`config.mk`:
```
export PLATFORM = sky130hd
export DESIGN_NAME = clle_ctrl
export DESIGN_NICKNAME = d
export VERILOG_FILES = /design/src/clle_pkg.sv /design/src/clle_ctrl.sv
export SDC_FILE = /design/constraint.sdc
export NUM_CORES = 1
export LEC_CHECK = 0
export BUFFER_PORTS_ARGS = -buffer_cell sky130_fd_sc_hd__buf_2
export CORE_MARGIN = 2
export CORE_UTILIZATION = 45
export CTS_CLUSTER_DIAMETER = 60
export DETAILED_ROUTE_END_ITERATION = 6
export PLACE_DENSITY = 0.85
export SYNTH_ARGS = -nofsm -noshare
export SYNTH_HDL_FRONTEND = slang
export SYNTH_SLANG_ARGS = --single-unit
```
`constraint.sdc`:
```
create_clock -name clock -period 2.2 [get_ports clock]
set_input_delay 0 -clock clock [delete_from_list [all_inputs] [get_ports clock]]
set_output_delay 0 -clock clock [all_outputs]
set_load 0.01 [all_outputs]
```
`src/clle_pkg.sv`:
```
// Shared constants, codes and types for the cursor linked list engine.
`timescale 1ns / 1ps

package clle_pkg;

   // Node pool geometry
   localparam int CAPACITY   = 256;
   localparam int NODE_BITS  = $clog2(CAPACITY);
   localparam int COUNT_BITS = NODE_BITS + 1;
   localparam int VALUE_BITS = 32;
   localparam int OP_BITS    = 3;
   localparam int STAT_BITS  = 2;

   // Operation codes carried on the request tuser
   localparam logic [OP_BITS-1:0] OP_RIGHT      = 3'd0;
   localparam logic [OP_BITS-1:0] OP_LEFT       = 3'd1;
   localparam logic [OP_BITS-1:0] OP_INS_AFTER  = 3'd2;
   localparam logic [OP_BITS-1:0] OP_INS_BEFORE = 3'd3;
   localparam logic [OP_BITS-1:0] OP_DELETE     = 3'd4;

   // Result status codes
   localparam logic [STAT_BITS-1:0] STATUS_DONE     = 2'd0;
   localparam logic [STAT_BITS-1:0] STATUS_BOUNDARY = 2'd1;
   localparam logic [STAT_BITS-1:0] STATUS_FULL     = 2'd2;

   // Resolved action for one item, chosen from the opcode and the list shape
   typedef enum logic [3:0] {
      ACT_NONE,
      ACT_BOUNDARY,
      ACT_FULL,
      ACT_RIGHT,
      ACT_LEFT,
      ACT_INS_FIRST,
      ACT_INS_AFTER_MID,
      ACT_INS_AFTER_TAIL,
      ACT_INS_BEFORE_HEAD,
      ACT_INS_BEFORE_MID,
      ACT_DEL_ONLY,
      ACT_DEL_HEAD,
      ACT_DEL_TAIL,
      ACT_DEL_MID
   } act_type;

   typedef enum logic [2:0] {
      ST_IDLE,
      ST_UPDATE,
      ST_LINK,
      ST_FETCH,
      ST_DONE
   } state_type;

   // Controller to datapath
   typedef struct packed {
      logic    accept;
      logic    update;
      logic    link;
      logic    fetch;
      logic    load;
      act_type act;
   } cmd_type;

   // Datapath to controller
   typedef struct packed {
      logic count_zero;
      logic count_one;
      logic at_head;
      logic at_tail;
      logic pool_full;
      logic out_busy;
   } stat_type;

endpackage

```
`src/clle_ctrl.sv`:
```
// Controller state machine: sequences one list operation through the datapath.
`timescale 1ns / 1ps

module clle_ctrl
   import clle_pkg::*;
(
   input  logic               clock,
   input  logic               reset,
   input  logic               req_tvalid,
   output logic               req_tready,
   input  logic [OP_BITS-1:0] op,
   input  stat_type           stat,
   output cmd_type            cmd
);

   state_type          state_ff, state_in;
   act_type            act_ff, act_in;
   logic [OP_BITS-1:0] op_ff, op_in;
   act_type            act_dec;

   // Resolve the opcode against the current list shape
   always_comb begin
      act_dec = ACT_NONE;
      unique case (op_ff)
         OP_RIGHT: begin
            act_dec = (stat.count_zero || stat.at_tail) ? ACT_BOUNDARY : ACT_RIGHT;
         end
         OP_LEFT: begin
            act_dec = (stat.count_zero || stat.at_head) ? ACT_BOUNDARY : ACT_LEFT;
         end
         OP_INS_AFTER: begin
            priority if (stat.pool_full)  act_dec = ACT_FULL;
            else if (stat.count_zero)     act_dec = ACT_INS_FIRST;
            else if (stat.at_tail)        act_dec = ACT_INS_AFTER_TAIL;
            else                          act_dec = ACT_INS_AFTER_MID;
         end
         OP_INS_BEFORE: begin
            priority if (stat.pool_full)  act_dec = ACT_FULL;
            else if (stat.count_zero)     act_dec = ACT_INS_FIRST;
            else if (stat.at_head)        act_dec = ACT_INS_BEFORE_HEAD;
            else                          act_dec = ACT_INS_BEFORE_MID;
         end
         OP_DELETE: begin
            priority if (stat.count_zero) act_dec = ACT_NONE;
            else if (stat.count_one)      act_dec = ACT_DEL_ONLY;
            else if (stat.at_head)        act_dec = ACT_DEL_HEAD;
            else if (stat.at_tail)        act_dec = ACT_DEL_TAIL;
            else                          act_dec = ACT_DEL_MID;
         end
         default: act_dec = ACT_NONE;
      endcase
   end

   // Next state
   always_comb begin
      state_in = state_ff;
      unique case (state_ff)
         ST_IDLE:   if (req_tvalid) state_in = ST_UPDATE;
         ST_UPDATE: state_in = ST_LINK;
         ST_LINK:   state_in = ST_FETCH;
         ST_FETCH:  state_in = ST_DONE;
         ST_DONE:   if (!stat.out_busy) state_in = ST_IDLE;
         default:   state_in = ST_IDLE;
      endcase
   end

   // Outputs
   always_comb begin
      req_tready = 1'b0;
      cmd        = '0;
      cmd.act    = act_ff;
      unique case (state_ff)
         ST_IDLE: begin
            req_tready = 1'b1;
            cmd.accept = req_tvalid;
         end
         ST_UPDATE: begin
            cmd.update = 1'b1;
            cmd.act    = act_dec;
         end
         ST_LINK:  cmd.link  = 1'b1;
         ST_FETCH: cmd.fetch = 1'b1;
         ST_DONE:  cmd.load  = !stat.out_busy;
         default: ;
      endcase
   end

   // Latched opcode and resolved action
   always_comb begin
      op_in  = op_ff;
      act_in = act_ff;
      if (cmd.accept) op_in = op;
      if (cmd.update) act_in = act_dec;
   end

   always_ff @(posedge clock) begin
      if (reset) begin
         state_ff <= ST_IDLE;
         act_ff   <= ACT_NONE;
      end else begin
         state_ff <= state_in;
         act_ff   <= act_in;
      end
   end

   always_ff @(posedge clock) begin
      op_ff <= op_in;
   end

endmodule

```
==> results by group, run 1 <==
Status
  • Status: finished, final reports clean

Power
  • Net Sw Frac: 0.299
  • Net Sw Power: around 140 uW
  • Gate power share: 0.251
  • PwrDens: 577 mW/mm2
  • Clk pwr share: 0.277
  • Final Total Pwr: 474 uW
  • Leak: 0.355 nW
  • Peak supply drop: roughly 0.00033 V
  • Register share of total power: 0.472
  • Internal power: 332 uW

Worst setup path
  • Worst r2r dst: act_ff[0]
  • Max FO, Critical Path: 9
  • CP max stage delay: 590 ps
  • CP max-delay cell: or4b_4
  • Worst Setup End Kind: output port
  • Critical path class: reg -> out
  • Critical path's top delay family: simple AND/OR/NAND/NOR gates
  • CP required: 2200 ps
  • Bufs and invs on worst path: 1
  • Worst r2r src: state_ff[0]
  • Setup crit start: op_ff[0]
  • R2R setup slack: 550 ps
  • Critical Path AT: 1920 ps
  • Crit path cell chain: or4b_4 > nor3_2 > a311oi_2 > o21ai_1 > buf_2
  • Reg2Reg Depth: 4
  • CP startpoint kind: flop

Logic synthesis
  • Mapped Area: 642 um2
  • Yosys reg bits: 10
  • Ys Warns: 0
  • Sequential area share after synthesis: 0.359
  • Main synth FF type: dfxtp_1
  • Yosys top cell by area: dfxtp_1
  • Synth area leaders: dfxtp_1, edfxtp_1, buf_6
  • Syn Area/Cell: 9.58 um2
  • Gate Count Post-Synth: 67
  • Post-synth net total: about 80
  • Yosys top cell area share: 0.218
  • EDFF count, synth: 3
  • Cell variety after synth: 37
  • Post-synth ARST share: 0

STA
  • Hold Vio Cnt, Final: 0
  • Setup tns final: 0 ps
  • Final Skew: 3.24 ps
  • Fmax: about 0.52 GHz
  • Slew HR: 0.701
  • Pins Over Slew Limit: 0
  • Finish-stage setup viols: 0
  • WHS: 184 ps
  • Tcrit/Tclk final: 0.871
  • Slew @ Worst Pin: approximately 440 ps
  • RSZ-0062 raised after global routing: false
  • Period minus WS final: 1920 ps

Final layout
  • Fraction of layout cells with a size suffix above 1: 0.347
  • N_diodes: 0
  • Area Overhead vs Synth: 27.9%
  • Nets: 108
  • Final Util: 0.623

Die
  • Initial core utilization: 0.487
  • Row count: 13
  • Die extent in x: 41.8 um
  • Die footprint: between 0.0015 and 0.002 mm2
  • Ports: 22
  • Core region area: 0.00132 mm2
  • Die height: 41.8 um

Global route
  • Initial antenna violation count: 0
  • GRT overflow: 0
  • Gr usage total: 0.169
  • First-pass GRT wire length: 2.25 mm
  • Pin count of the biggest net entering global routing: 11
  • Vias in the first global route: 575

Place
  • Port-buffer cells: 21
  • Placer Congestion: between 0.7 and 0.8
  • Detailed placement HPWL: 975 um

Detailed routing
  • Metal-1 WL: 574 um
  • Vias/cell: 5.44
  • Routed len/inst: between 10 and 15 um
  • Routed Antenna Nets: 0
  • Via count: 598
  • DR WL met3: 68 um
  • Pre-antenna DRT Iters: 4
  • DR top layer: met3
  • Met2 wire len: 722 um
  • DRC Markers: 0
  • DRT iter0 DRCs: 9
  • DRT Wirelength: between 1 and 1.5 mm

Min path
  • Hold depth: 3
  • Worst Hold Path EP: act_ff[3]
  • Hold WC Path Type: in -> reg
  • Worst hold start: stat[5]

Clocking
  • # resized after CTS: 0
  • Skew-Pair Late Insertion Delay: 260 ps
  • Clk sinks: 10
  • Clk slew on worst S/H paths: 60 ps
  • CTS Buffer Depth: 2
  • CTS Root Cell: clkbuf_4
  • H-tree levels: 1
  • TritonCTS clock tree: yes
  • Post-CTS setup buffer count: 0
  • Hold_buf cts: 7
  • CTS Buf Count: 3

Job
  • Max-Cap Viols: 0
==> worst min-delay path: stages <==
cell and delay [ps]:
buf_2 160, o31ai_2 100, and2_1 150
==> layer usage <==
layer,GRT usage,up-vias
met3,0.0522,0
met2,0.322,18
met1,0.168,278
met4,0.0581,0
li1,-,302
met5,0,-
==> per-stage QoR <==
stage / cells / worst slack (ps) / area [um2]
after detailed placement: 99 / 557 / 724
after global placement: 99 / 613 / 724
after CTS: 110 / 284 / 821
after floorplan: 67 / 676 / 642
final: 110 / 283 / 821
after global routing: 110 / 115 / 821
==> logic make-up (layout without fill, tap and decap cells) <==
family	after synthesis	after routing	synth area share
and+or+nand+nor	30	30	0.302
AOI/OAI and AO/OA	17	17	0.232
DFF	10	10	0.359
buffers and inverters	9	37	0.0936
xor gates and xnor gates	1	1	0.0136
==> synthesized netlist by cell type (all sizes together) (2+ instances only) <==
| cell | number |
|---|---|
| nor2 | 6 |
| edfxtp | 3 |
| nor3b | 3 |
| or2 | 2 |
| nor3 | 3 |
| a21oi | 2 |
| nand2b | 2 |
| a22o | 2 |
| buf | 4 |
| o21ai | 2 |
| inv | 5 |
| and2 | 2 |
| nor2b | 3 |
| or3b | 2 |
| o31ai | 2 |
| nand2 | 2 |
| a32o | 3 |
| dfxtp | 7 |
==> layout by cell type (no fill, tap or decap), drive strengths merged, types with 2 or more instances in the layout <==
cell / count
dlygate4sd3: 7
nor3: 3
and2: 2
dfxtp: 7
nor2: 6
inv: 5
clkbuf: 4
o21ai: 2
nor3b: 3
nand2b: 2
a22o: 2
o31ai: 2
nand2: 2
nor2b: 3
buf: 21
edfxtp: 3
or2: 2
or3b: 2
a32o: 3
a21oi: 2
==> area by class of cell <==
class	count	area [um2]
well taps	15	18.8
repair buffers	28	175
clock buffers	4	26.3
flip-flops and latches	10	230
fillers	129	497
multi-input cells	48	352
inverters	5	18.8
==> worst max path at each step <==
| stage | to | slack, ps | cells after the start |
|---|---|---|---|
| 4_1_cts | cmd[0] | 280 | 5 |
| 3_5_place_dp | act_ff[0] | 560 | 4 |
| 5_1_grt | cmd[0] | 120 | 5 |
| 3_3_place_gp | act_ff[0] | 610 | 4 |
| 2_1_floorplan | act_ff[0] | 680 | 5 |
| 6_report | cmd[0] | 280 | 5 |
==> power groups by stage <==
stage          combinational [mW]  sequential (mW)  clock, mW
6_report                    0.119            0.224      0.131
5_1_grt                     0.131            0.226      0.147
4_1_cts                     0.118            0.223      0.138
3_5_place_dp                0.108            0.227          0
3_3_place_gp                0.104            0.226          0
2_1_floorplan              0.0931            0.215          0
==> sequential cells by signal, indices dropped and copies added (netlist names) <==
signal and count:
op_ff 3, state_ff 3, act_ff 4
Note: power is estimated with default switching activity, not from simulation.
==> inputs of run 2 (changes only) <==
--- a/config.mk
+++ b/config.mk
@@ -5,11 +5,13 @@
 export SDC_FILE = /design/constraint.sdc
 export NUM_CORES = 1
 export LEC_CHECK = 0
+export ABC_CLOCK_PERIOD_IN_PS = 2200
 export BUFFER_PORTS_ARGS = -buffer_cell sky130_fd_sc_hd__buf_2
 export CORE_MARGIN = 2
 export CORE_UTILIZATION = 45
 export CTS_CLUSTER_DIAMETER = 60
 export DETAILED_ROUTE_END_ITERATION = 6
+export GPL_TIMING_DRIVEN = 0
 export PLACE_DENSITY = 0.85
 export SYNTH_ARGS = -nofsm -noshare
 export SYNTH_HDL_FRONTEND = slang
==> constraint.sdc (replaced) <==
create_clock -name clock -period 2.2 [get_ports clock]
set_input_delay 0.11 -clock clock [delete_from_list [all_inputs] [get_ports clock]]
set_output_delay 0.11 -clock clock [all_outputs]
set_load 0.01 [all_outputs]
==> run 2 against run 1 <==
Sequential share of layout area is 0.30 points higher; fmax is 4.1% lower; setup slack worse by 82 ps; clock skew is 1.0 ps higher; via count is 2.8% higher; clock power hardly changed; cell area is 1.1% lower; critical path depth is 1 higher; highest routed layer unchanged.
==> results by group, run 2 (synthesized netlist as in run 1, its figures left out) <==
Status
  • Status: finished, final reports clean

Worst setup path
  • Max FO, Critical Path: 9
  • CP max-delay cell: or4b_4
  • Worst Setup End Kind: output port
  • Bufs and invs on worst path: 2
  • Critical path class: reg -> out
  • Critical Path AT: ~1900 ps
  • CP startpoint kind: flop
  • CP required: 2090 ps
  • Crit path cell chain: buf_6 > or4b_4 > nor3_2 > a311oi_2 > o21ai_1 > buf_2
  • Critical path's top delay family: simple AND/OR/NAND/NOR gates
  • CP max stage delay: 540 ps

Clocking
  • H-tree levels: 1
  • Skew-Pair Late Insertion Delay: 270 ps
  • # resized after CTS: 0
  • Clk sinks: 10
  • Clk slew on worst S/H paths: 60 ps
  • CTS Root Cell: clkbuf_4
  • CTS Buf Count: 3
  • Hold_buf cts: 0
  • TritonCTS clock tree: yes
  • CTS Buffer Depth: 2
  • Post-CTS setup buffer count: 0

Final layout
  • Final Util: 0.616
  • Max reg flops: 4
  • Most common library cell in the layout ignoring fill and taps: buf_2
  • Largest register by flop count: act_ff
  • N_diodes: 0
  • Post-route design area: 812 um2
  • Fraction of layout cells with a size suffix above 1: 0.394
  • Nets: 107
  • Most frequent cells in the layout: buf_2, dfxtp_1, nor2_1
  • Area Overhead vs Synth: 26.5%
  • Top Registers: act_ff (4), op_ff (3), state_ff (3)

Global route
  • GRT overflow: 0
  • Pin count of the biggest net entering global routing: 11
  • Vias in the first global route: 518
  • Initial antenna violation count: 0
  • Gr usage total: 0.165
  • First-pass GRT wire length: 2.15 mm

Detailed routing
  • Via count: 615
  • DRT iter0 DRCs: 19
  • DRC Markers: 0
  • Vias/cell: 5.64
  • Routed Antenna Nets: 0
  • DRT Wirelength: about 1.4 mm
  • Routed len/inst: 12.7 um
  • Pre-antenna DRT Iters: 4

Die
  • Die footprint: 0.00174 mm2
  • Core region area: 0.00132 mm2
  • Die extent in x: 41.8 um
  • Row count: 13
  • Initial core utilization: 0.487
  • Ports: 22
  • Die height: around 42 um

Place
  • Detailed placement HPWL: roughly 1000 um
  • Area after DPL: 766 um2
  • Port-buffer cells: 21
  • Placer Congestion: 0.719

STA
  • Pins Over Slew Limit: 0
  • Period minus WS final: 2000 ps
  • Fmax: 0.500 GHz
  • RSZ-0062 raised after global routing: false
  • Slew @ Worst Pin: 389 ps
  • Final Skew: roughly 4.2 ps
  • Hold Vio Cnt, Final: 0
  • Setup tns final: 0 ps
  • Finish-stage setup viols: 0
  • Slew HR: 0.738
  • Tcrit/Tclk final: 0.909

Min path
  • Hold WC Path Type: in -> reg

Power
  • Leak: 0.354 nW
  • PwrDens: slightly below 600 mW/mm2
  • Peak supply drop: between 0.0004 and 0.0005 V
  • Final Total Pwr: 483 uW

Job
  • Max-Cap Viols: 0
## run 2: changes by cell type in the layout (fill, tap and decap cells not counted), sizes merged
cell,before,now
buf,21,25
clkbuf,4,3
clkinv,0,1
dlygate4sd3,7,2
## run 2: path summary, 6_finish.rpt
check	startpoint	to	slack, ps	cells after the start
max	op_ff[0]	cmd[0]	200	6
min	op[2]	op_ff[2]	20	1
max reg2reg	op_ff[0]	act_ff[0]	610	5
min reg2reg	act_ff[0]	act_ff[0]	490	2
## run 2: report_power, final
part           switching (mW)  internal [mW]
logic                  0.0727         0.0657
clock network          0.0655         0.0656
registers              0.0102          0.203
## run 2: stage by stage
| stage | worst slack, ps | cells | hold slack, ps |
|---|---|---|---|
| after floorplan | 591 | 67 | 182 |
| after global placement | 507 | 103 | 287 |
| after detailed placement | 478 | 103 | 292 |
| after CTS | 180 | 107 | 12.8 |
| after global routing | 53.1 | 109 | 1.50 |
| final | 201 | 109 | 21.8 |
## run 2: area by class of cell
cell class                 count  area [um2]
buffer                         4        41.3
clock buffer                   3        22.5
clock inverter                 1        3.75
fill                         112         505
inverter                       5        18.8
multi-input combinational     48         352
sequential                    10         230
tap                           15        18.8
timing repair buffer          23         125
## run 2: routing by layer
metal	global-route usage	up-vias	wire [um]
met4	0.0581	0	0
met3	0.0783	0	99
met5	0	-	0
li1	-	303	-
met1	0.198	287	566
met2	0.256	25	717
==> inputs of run 3 (changes only) <==
--- a/config.mk
+++ b/config.mk
@@ -5,6 +5,7 @@
 export SDC_FILE = /design/constraint.sdc
 export NUM_CORES = 1
 export LEC_CHECK = 0
+export ABC_AREA = 1
 export ABC_CLOCK_PERIOD_IN_PS = 2200
 export BUFFER_PORTS_ARGS = -buffer_cell sky130_fd_sc_hd__buf_2
 export CORE_MARGIN = 2
@@ -12,7 +13,7 @@
 export CTS_CLUSTER_DIAMETER = 60
 export DETAILED_ROUTE_END_ITERATION = 6
 export GPL_TIMING_DRIVEN = 0
-export PLACE_DENSITY = 0.85
+export PLACE_DENSITY = 0.86
 export SYNTH_ARGS = -nofsm -noshare
 export SYNTH_HDL_FRONTEND = slang
 export SYNTH_SLANG_ARGS = --single-unit
==> run 3 against run 2 <==
Synthesized area down 6.8%; sequential power rose by 2%; cell area fell by 7.9%; cell count rose by 21%; combinational power fell by 8%; total power decreased by 2.9%; critical path depth up 2; global-route usage up 1.1 points; critical endpoint is now cmd[1]; highest routed layer is now met4.
==> results by group, run 3 <==
Logic synthesis
  • Ys Warns: 0
  • Sequential area share after synthesis: 0.385
  • Largest family of logic cells by synthesized area: simple AND/OR/NAND/NOR gates
  • Yosys reg bits: 10
  • Post-synth top cells: nand2_1, nor2_1, inv_1
  • Synth Area in Adders: 0
  • Synth Area in XOR/XNOR: 0
  • Cell variety after synth: 17
  • Mux cell area share after synthesis: 0
  • Synth area leaders: dfxtp_1, edfxtp_1, nand2_1
  • Main synth FF type: dfxtp_1
  • Post-synth ARST share: 0
  • Most frequent cell after synthesis: nand2_1
  • Synth Area in Simple Gates: 0.383
  • Syn Area/Cell: 6.50 um2
  • Yosys top cell area share: 0.234
  • Gate Count Post-Synth: 92
  • Yosys top cell by area: dfxtp_1
  • Mapped Area: approximately 600 um2
  • Post-synth net total: 104
  • Synth Area in Compound Gates: 0.126
  • EDFF count, synth: 3

Global route
  • Pin count of the biggest net entering global routing: 8
  • GRT overflow: 0
  • Gr usage total: 0.176
  • First-pass GRT wire length: 1.89 mm
  • Vias in the first global route: 513
  • Initial antenna violation count: 0

Worst setup path
  • Crit path to: cmd[1]
  • Worst r2r src: op_ff[1]
  • Worst r2r dst: act_ff[1]
  • CP startpoint kind: flop
  • CP required: 2090 ps
  • Critical path class: reg -> out
  • R2R setup slack: 930 ps
  • Critical Path AT: 1520 ps
  • Max FO, Critical Path: 4
  • Reg2Reg Depth: 7
  • Worst Setup End Kind: output port
  • Setup crit start: op_ff[1]

Final layout
  • N_diodes: 0
  • Final Util: 0.590
  • Largest register by flop count: act_ff
  • Most common library cell in the layout ignoring fill and taps: nand2_1
  • Fillers: 128
  • Sequential cell area: 230 um2
  • Area Overhead vs Synth: 25.1%
  • Most frequent cells in the layout: nand2_1, buf_2, nor2_1
  • Top Registers: act_ff (4), op_ff (3), state_ff (3)
  • Multi-input logic area: a little over 300 um2
  • Fraction of layout cells with a size suffix above 1: 0.282
  • Max reg flops: 4
  • Post-route design area: around 750 um2
  • Nets: 130

Power
  • Peak supply drop: ~0.00046 V
  • Internal power: 323 uW
  • Net Sw Frac: 0.312
  • Leak: approximately 0.4 nW
  • Final Total Pwr: 469 uW
  • PwrDens: 627 mW/mm2
  • Gate power share: 0.271
  • Net Sw Power: 146 uW
  • Register share of total power: 0.466
  • Clk pwr share: 0.263

Die
  • Initial core utilization: 0.471
  • Ports: 22
  • Row count: 13
  • Die height: 40.5 um
  • Die footprint: 0.00164 mm2
  • Die extent in x: about 40 um
  • Core region area: 0.00127 mm2

Place
  • Port-buffer cells: 21
  • Area after DPL: 722 um2
  • Placer Congestion: 0.722
  • Detailed placement HPWL: 976 um

Detailed routing
  • Pre-antenna DRT Iters: 4
  • Via count: approximately 640
  • DRC Markers: 0
  • Routed Antenna Nets: 0
  • Routed len/inst: 9.30 um
  • DRT Wirelength: between 1 and 1.5 mm
  • Vias/cell: slightly below 5
  • DRT iter0 DRCs: 17

STA
  • Period minus WS final: 1630 ps
  • RSZ-0062 raised after global routing: false
  • Hold Vio Cnt, Final: 0
  • Finish-stage setup viols: 0
  • WHS: 27.2 ps
  • Final Skew: 4.81 ps
  • Slew HR: 0.816
  • Slew @ Worst Pin: 274 ps
  • Pins Over Slew Limit: 0
  • Fmax: 0.612 GHz
  • Tcrit/Tclk final: 0.743
  • Setup tns final: 0 ps

Clocking
  • Skew-Pair Late Insertion Delay: 250 ps
  • CTS Buffer Depth: 2
  • CTS Root Cell: clkbuf_4
  • Clk slew on worst S/H paths: 60 ps
  • CTS Buf Count: 3
  • Post-CTS setup buffer count: 0
  • Hold_buf cts: 0
  • # resized after CTS: 0
  • TritonCTS clock tree: yes
  • Clk sinks: 10
  • H-tree levels: 1

Status
  • Status: finished, final reports clean

Job
  • Max-Cap Viols: 0

Min path
  • Hold WC Path Type: in -> reg
[run 3: cell type report]
cell class | count | area share
clock buffer | 4 | 0.0351
timing repair buffer | 21 | 0.140
multi-input combinational | 65 | 0.406
inverter | 17 | 0.0853
sequential | 10 | 0.308
tap | 15 | 0.0251
[run 3: power by group through the flow]
| stage | sequential [mW] | combinational (mW) | clock, mW |
|---|---|---|---|
| after floorplan | 0.220 | 0.0831 | 0 |
| after global placement | 0.222 | 0.124 | 0 |
| after detailed placement | 0.223 | 0.126 | 0 |
| after CTS | 0.219 | 0.128 | 0.127 |
| after global routing | 0.221 | 0.143 | 0.135 |
| final | 0.219 | 0.127 | 0.124 |
[run 3: how the worst min path moves through the flow]
stage	to	start	cells after the start	slack, ps
2_1_floorplan	act_ff[0]	reset	1	170
3_3_place_gp	op_ff[0]	op[0]	1	290
3_5_place_dp	op_ff[2]	op[2]	1	290
4_1_cts	op_ff[1]	op[1]	1	20
5_1_grt	op_ff[1]	op[1]	1	10
6_report	op_ff[2]	op[2]	1	30
[run 3: logic make-up after synthesis]
| group | after synthesis |
|---|---|
| AND/OR/NAND/NOR | 52 |
| AO/OA/AOI/OAI | 13 |
| buffers and inverters | 17 |
| flip-flops | 10 |
[run 3: stage by stage]
step | worst slack (ps) | std cells
2_1_floorplan | 1000 | 92
3_3_place_gp | 879 | 128
3_5_place_dp | 850 | 128
4_1_cts | 560 | 132
5_1_grt | 464 | 132
6_report | 566 | 132
[run 3: layer usage]
metal	track usage	up-vias	share of wire
met5	0	-	0
met3	0.0222	6	0.069
met4	0.158	0	0.020
li1	-	338	-
met2	0.298	30	0.45
met1	0.189	269	0.46
[run 3: worst max-delay path: stages (launching register included)]
cell	delay, ps
edfxtp_1	440
nor2_1	200
nand2_1	110
o21ai_1	140
inv_1	50
nand2_1	50
nand2_1	80
nand2_1	70
buf_2	120
